<file path="src/design/assert_macros.svh">
// Assertion macros used by the top-level design file.
`ifndef ASSERT_MACROS_SVH
`define ASSERT_MACROS_SVH
`ifndef ASSERT_OFF
`define DCP_ASSERT_IMP(lbl, clk, rst_n, ante, cons, msg) \
    lbl: assert property (@(posedge clk) disable iff (!rst_n) (ante) |-> (cons)) \
        else $error(msg);
`define DCP_ASSERT_NXT(lbl, clk, rst_n, ante, cons, msg) \
    lbl: assert property (@(posedge clk) disable iff (!rst_n) (ante) |=> (cons)) \
        else $error(msg);
`else
`define DCP_ASSERT_IMP(lbl, clk, rst_n, ante, cons, msg)
`define DCP_ASSERT_NXT(lbl, clk, rst_n, ante, cons, msg)
`endif
`endif

</file>
<file path="src/design/dcp_div.sv">
`default_nettype none
module dcp_div #(
    parameter int LANES  = 1,
    parameter int ND_W   = 8,
    parameter int DV_W   = 8,
    parameter int QW     = 8,
    parameter int SIDE_W = 1
) (
    input  logic                        aclk,
    input  logic                        aresetn,
    input  logic                        en,
    input  logic                        in_valid,
    input  logic [LANES-1:0][ND_W-1:0]  in_num,
    input  logic [LANES-1:0][DV_W-1:0]  in_den,
    input  logic [SIDE_W-1:0]           in_side,
    output logic                        out_valid,
    output logic [LANES-1:0][QW-1:0]    out_quo,
    output logic [SIDE_W-1:0]           out_side
);
    localparam int RW = (ND_W > DV_W + QW) ? ND_W : DV_W + QW;

    logic                        valid_reg [QW];
    logic [LANES-1:0][RW-1:0]    rem_reg   [QW];
    logic [LANES-1:0][DV_W-1:0]  den_reg   [QW];
    logic [LANES-1:0][QW-1:0]    quo_reg   [QW];
    logic [SIDE_W-1:0]           side_reg  [QW];

    genvar s;
    for (s = 0; s < QW; s++) begin : g_stage
        localparam int B = QW - 1 - s;
        logic                        v_in;
        logic [LANES-1:0][RW-1:0]    rem_in;
        logic [LANES-1:0][RW-1:0]    rem_next;
        logic [LANES-1:0][DV_W-1:0]  den_in;
        logic [LANES-1:0][QW-1:0]    quo_in;
        logic [LANES-1:0][QW-1:0]    quo_next;
        logic [SIDE_W-1:0]           side_in;
        logic [RW-1:0]               shifted [LANES];
        logic [LANES-1:0]            take;

        if (s == 0) begin : g_first
            always_comb begin
                for (int k = 0; k < LANES; k++) begin
                    rem_in[k] = RW'(in_num[k]);
                end
            end
            assign v_in    = in_valid;
            assign den_in  = in_den;
            assign quo_in  = '0;
            assign side_in = in_side;
        end else begin : g_rest
            assign v_in    = valid_reg[s-1];
            assign rem_in  = rem_reg[s-1];
            assign den_in  = den_reg[s-1];
            assign quo_in  = quo_reg[s-1];
            assign side_in = side_reg[s-1];
        end

        always_comb begin
            for (int k = 0; k < LANES; k++) begin
                shifted[k]  = RW'(den_in[k]) << B;
                take[k]     = rem_in[k] >= shifted[k];
                rem_next[k] = take[k] ? rem_in[k] - shifted[k] : rem_in[k];
                quo_next[k] = take[k] ? (quo_in[k] | (QW'(1) << B)) : quo_in[k];
            end
        end

        always_ff @(posedge aclk) begin
            if (!aresetn) begin
                valid_reg[s] <= 1'b0;
            end else if (en) begin
                valid_reg[s] <= v_in;
            end
        end

        always_ff @(posedge aclk) begin
            if (en) begin
                rem_reg[s]  <= rem_next;
                den_reg[s]  <= den_in;
                quo_reg[s]  <= quo_next;
                side_reg[s] <= side_in;
            end
        end
    end

    assign out_valid = valid_reg[QW-1];
    assign out_quo   = quo_reg[QW-1];
    assign out_side  = side_reg[QW-1];
endmodule
`default_nettype wire

</file>
<file path="config.mk">
export PLATFORM = sky130hd
export DESIGN_NAME = dcp_div
export DESIGN_NICKNAME = d
export VERILOG_FILES = /design/src/design/assert_macros.svh /design/src/design/dcp_div.sv
export SDC_FILE = /design/constraint.sdc
export NUM_CORES = 1
export LEC_CHECK = 0
export BUFFER_PORTS_ARGS = -buffer_cell sky130_fd_sc_hd__buf_4
export CORE_UTILIZATION = 30
export CTS_BUF_LIST = sky130_fd_sc_hd__clkbuf_4 sky130_fd_sc_hd__clkbuf_8
export DETAILED_ROUTE_END_ITERATION = 6
export PLACE_DENSITY = 0.54
export SETUP_SLACK_MARGIN = 0.05
export SLEW_MARGIN = 15
export SYNTH_ARGS = -nofsm -noshare
export SYNTH_HDL_FRONTEND = slang
export SYNTH_SLANG_ARGS = --single-unit
export TNS_END_PERCENT = 30
</file>
<file path="constraint.sdc">
create_clock -name aclk -period 2.41 [get_ports aclk]
set_clock_uncertainty 0.15 [all_clocks]
set_input_delay 0.482 -clock aclk [delete_from_list [all_inputs] [get_ports aclk]]
set_output_delay 0.482 -clock aclk [all_outputs]
set_load 0.005 [all_outputs]
</file>
* Word-level counts from Yosys, hierarchy flattened *
Memory sizes are Yosys's and may differ from the RTL's.
Cells that the tools add are included.

word-level totals
  RAM bits = 272
  register bits after elaboration = 0
  output and inout bits = 10
  input port bits = 21
  logic and storage cells = 58
  memories = 5

memories
  name       words  bits a word  rd ports  clocked after memory_dff  write ports  RTL line       text
  rem_reg    8      16           7         0                         8            dcp_div.sv:23  logic [LANES-1:0][RW-1:0] rem_reg [QW];
  den_reg    8      8            7         0                         8            dcp_div.sv:24  logic [LANES-1:0][DV_W-1:0] den_reg [QW];
  quo_reg    8      8            8         0                         8            dcp_div.sv:25  logic [LANES-1:0][QW-1:0] quo_reg [QW];
  side_reg   8      1            8         0                         8            dcp_div.sv:26  logic [SIDE_W-1:0] side_reg [QW];
  valid_reg  8      1            8         0                         8            dcp_div.sv:22  logic valid_reg [QW];

operators by class
  $lt $le $gt $ge = 8
  muxes and demuxes = 29
  bitwise operators = 8
  add/subtract/negate cells = 8

operators with widths
  operator         count
  $mux 16          8
  $ge 16x10->1     1
  $ge 16x11->1     1
  $ge 16x12->1     1
  $ge 16x13->1     1
  $ge 16x14->1     1
  $ge 16x8->1      1
  $ge 16x9->1      1
  $sub 16x10->16   1
  $sub 16x11->16   1
  $sub 16x12->16   1
  $sub 16x13->16   1
  $sub 16x14->16   1
  $sub 16x8->16    1
  $sub 16x9->16    1
  $sub 8x15->16    1
  $ge 8x15->1      1
  $mux 1           14
  $mux 8           1
  $or 1x1->1       8
  $mux 7           1
  $mux 6           1
  $mux 5           1
  $mux 4           1
  other kinds (2)  2

* Longest topological paths before layout *
  depth in word-level cells = 4
  gate-level depth with buffers = 11

* Least setup slack after synthesis *
OpenSTA, ideal clock, no wires.

  path kind = flip-flop to flip-flop
  start = mem rem_reg[5][8] in the netlist's numbering
  end = mem rem_reg[6][15] in the netlist's numbering (data pin)
  clock period less this slack = 2586 ps
  library setup time = 268 ps
  cell stages (with the launch flop) = 10
  setup slack = -176 ps
  arrival = 2168 ps
  path buffers = 1
  required time = 1992 ps
  cells stage by stage = edfxtp_1 > ha_1 > or3_1 > or4_1 > a41oi_1 > and2b_1 > buf_6 > inv_2 > a31oi_1 > a31oi_1

RTL lines
  element      RTL line
  from (decl)  dcp_div.sv:23

==> flow_metrics.py <==
metrics = {
    "run_status": {
        "run_status": "finished with violations",
        "failed_checks": "setup timing",
    },
    "yosys": {
        "synth_sequential_area_ratio": 0.634,
        "mean_instance_size_in_the_synthesized_netlist_um2": 13.3,
        "synth_cell_type_count": 57,
        "synth_warnings": 0,
        "synthesis.instances": 784,
        "synth.ff_latch_count": 220,
        "synth_fp_nets": 869,
        "synth.cell_area_um2": 10400,
        "synth_async_sr_flop_share": 0,
        "synth_edf_count": 219,
        "postSynth.topFlopCell": "edfxtp_1",
    },
    "cts": {
        "clock_sinks": 220,
        "cts_made_buffers": 39,
        "cts.root.buffer_cell": "clkbuf_8",
        "clk-insertion-delay-late_ns": 0.53,
        "clock_tree.buffer_depth": 3,
        "clock_tree_from_tritoncts": "yes",
        "cts.clk_slew.worst_paths_ns": 0.06,
        "h-tree-depth": 2,
    },
    "die": {
        "core_area_um2": 33900,
        "die_w_um": 188,
        "initial_core_util": 0.307,
        "row_count": 67,
        "fp.dieArea_um2": 35400,
        "ioPinCount": 31,
        "die_y_um": 188,
    },
    "critical_path": {
        "critical_path_peak_fanout": 7,
        "ff2ff_setup_slack_ns": -0.15,
        "timing.critical_path.required_ns": 2.52,
        "arrival_ns": 2.68,
        "critical_path_endpoint_category": "flop",
        "timing.critical_path.from_type": "flop",
        "crit_type": "flop to flop",
    },
    "timing": {
        "timing.final.crit_period_ns": 2.56,
        "number_of_failing_setup_endpoints_in_the_final_timing_report": 12,
        "final.period_utilization": 1.06,
        "hold_viol": 0,
        "final.hold.worst_slack_ns": 0.101,
        "fmax_mhz": 390,
        "final_worst_setup_slack_ns": -0.153,
        "worstMarginPinSlew_ns": 0.462,
        "slew_headroom": 0.689,
        "rsz0062_at_grt": "yes",
        "report.final.slew_viol_count": 0,
    },
    "power_and_ir_drop": {
        "switchingPower_uw": 3250,
        "power_leakage_uw": 0.00515,
        "relative_contribution_of_the_clock_network_to_total_power": 0.280,
        "cellInternalPower_uw": 8320,
        "seq_power_share": 0.455,
        "post-layout-total-power_uw": 11600,
        "power.ir.vdd_worst_mv": 0.373,
        "power_switching_share": 0.281,
        "power_per_cell_area_nw_per_um2": 859,
        "comb_power_share": 0.265,
    },
    "layout": {
        "layout.core_utilization": 0.398,
        "antenna_cells_inserted": 0,
        "layout.nets": 1059,
        "final_layout_size_suffix_gt1_frac": 0.299,
        "layout_common_cells": "edfxtp_1 (219), buf_4 (131), inv_1 (70)",
        "syn2layout_area_growth_pct": 29.5,
        "mostFrequentLayoutCell": "edfxtp_1",
        "largest_register_ff_count": 112,
    },
    "grt": {
        "grt_overflow": 0,
        "number_of_global_route_vias_before_repair": 6806,
        "grt_pass1_wl_um": 31300,
        "grt_start_max_net_pins": 52,
        "grt.total_usage": 0.108,
        "grt_antenna_before_repair": 0,
    },
    "route": {
        "vias_per_cell": 4.55,
        "initialDrtViolationCount": 227,
        "post-route-drc-count": 0,
        "wirelength_um": 19100,
        "drt_pre_antenna_iters": 4,
        "ant_nets": 0,
        "routed-via-count": 6600,
        "wl_per_cell_um": 13.2,
    },
    "place": {
        "placement.io_buffers": 30,
        "dp_hpwl_um": 13200,
        "gp_routability_congestion": 0.813,
    },
    "worst_hold_path": {
        "worstHoldPathType": "input port to flop",
    },
    "run": {
        "maximum_capacitance_violations": 0,
    },
}
-- per-layer routing --
layer | part of all wire | GRT usage
met1 | 0.41 | 0.115
met2 | 0.52 | 0.200
met3 | 0.034 | 0.0231
met4 | 0.036 | 0.0522
met5 | 0 | 0
-- metrics by stage --
| step | cell area [um^2] | setup TNS (ns) | setup WS, ns | instances |
|---|---|---|---|---|
| floorplan | 10500 | -0.136 | -0.0388 | 784 |
| global placement | 12100 | -4.50 | -0.194 | 1355 |
| detailed placement | 12100 | -5.65 | -0.204 | 1355 |
| CTS | 13100 | -0.860 | -0.0942 | 1442 |
| global route | 13500 | -2.86 | -0.208 | 1450 |
| finish | 13500 | -1.30 | -0.153 | 1450 |
-- final timing paths --
path                                                  to                    start  depth (start not counted)
worst max-delay path             rem_reg[6][1]$_DFFE_PP_  rem_reg[5][8]$_DFFE_PP_                          8
worst min register to register  quo_reg[1][14]$_DFFE_PP_  quo_reg[1][6]$_DFFE_PP_                          0
worst min-delay path             valid_reg[1][0]$_DFF_P_                  aresetn                          2
worst max register to register   rem_reg[6][1]$_DFFE_PP_  rem_reg[5][8]$_DFFE_PP_                          8
-- cell usage after synthesis, drive strengths merged (2+ instances only) --
cell type,n,area share
edfxtp,219,0.63
inv,78,0.028
ha,58,0.070
a21oi,49,0.024
nor2,42,0.015
nand2,39,0.014
o21ai,38,0.020
xor2,24,0.020
xnor2,23,0.019
nor3,21,0.010
a21o,18,0.013
o21a,13,0.0094
mux2,11,0.012
a211oi,9,0.0065
nor2b,9,0.0054
nor4,9,0.0054
o31ai,9,0.0065
a31oi,7,0.0042
and3,7,0.0042
nand2b,7,0.0042
nand3,7,0.0034
or4,7,0.0050
clkbuf,6,0.0022
fa,6,0.012
nand3b,6,0.0043
or3,6,0.0041
a21boi,5,0.0036
and2,4,0.0024
buf,4,0.0031
nor4b,4,0.0034
o2111ai,4,0.0034
o31a,4,0.0034
a41oi,3,0.0025
nand4b,3,0.0025
a2111oi,2,0.0017
a31o,2,0.0017
and4,2,0.0017
mux2i,2,0.0019
nand4,2,0.0012
nor4bb,2,0.0019
o311ai,2,0.0017
-- cells by family after synthesis --
logic type,Yosys count,synth area share
flip-flops,220,0.634
AO/OA/AOI/OAI,170,0.106
multiplexers,13,0.0138
buffers and inverters,88,0.0334
adder cells (fa/ha/maj),64,0.0813
XOR/XNOR,47,0.0396
AND/OR/NAND/NOR,182,0.0923
-- power by group through the flow --
stage	logic, uW	clock network, uW	registers, uW
after floorplan	1830	0	5230
after global placement	2740	0	5300
after detailed placement	2770	0	5310
after CTS	2910	3380	5240
after global routing	3410	3530	5330
final	3070	3240	5260
-- repair_timing --
action                                  4_1_cts  5_1_grt
hold buffers                                 16        0
pin swaps                                    15       26
hold endpoints to repair                     16        0
endpoints found under the setup margin       69       72
setup buffers                                 1        7
resized for setup                            36       60
cloned                                        1        1
-- cell type report --
| class | instances | area [um^2] |
|---|---|---|
| Clock buffer | 48 | 611 |
| Clock inverter | 21 | 121 |
| Fill cell | 3208 | 20400 |
| Inverter | 78 | 295 |
| Multi-Input combinational cell | 477 | 3980 |
| Sequential cell | 220 | 6600 |
| Tap cell | 448 | 561 |
| Timing Repair Buffer | 158 | 1320 |
-- worst max-delay path, cell delays in order (launching register included) --
cell and delay, ns:
edfxtp_1 0.40, ha_2 0.20, or3_4 0.36, or4_4 0.44, a41oi_4 0.22, and2b_4 0.24, buf_4 0.14, buf_12 0.11
o21ai_1 0.05
Power figures use the tool's default switching activity.
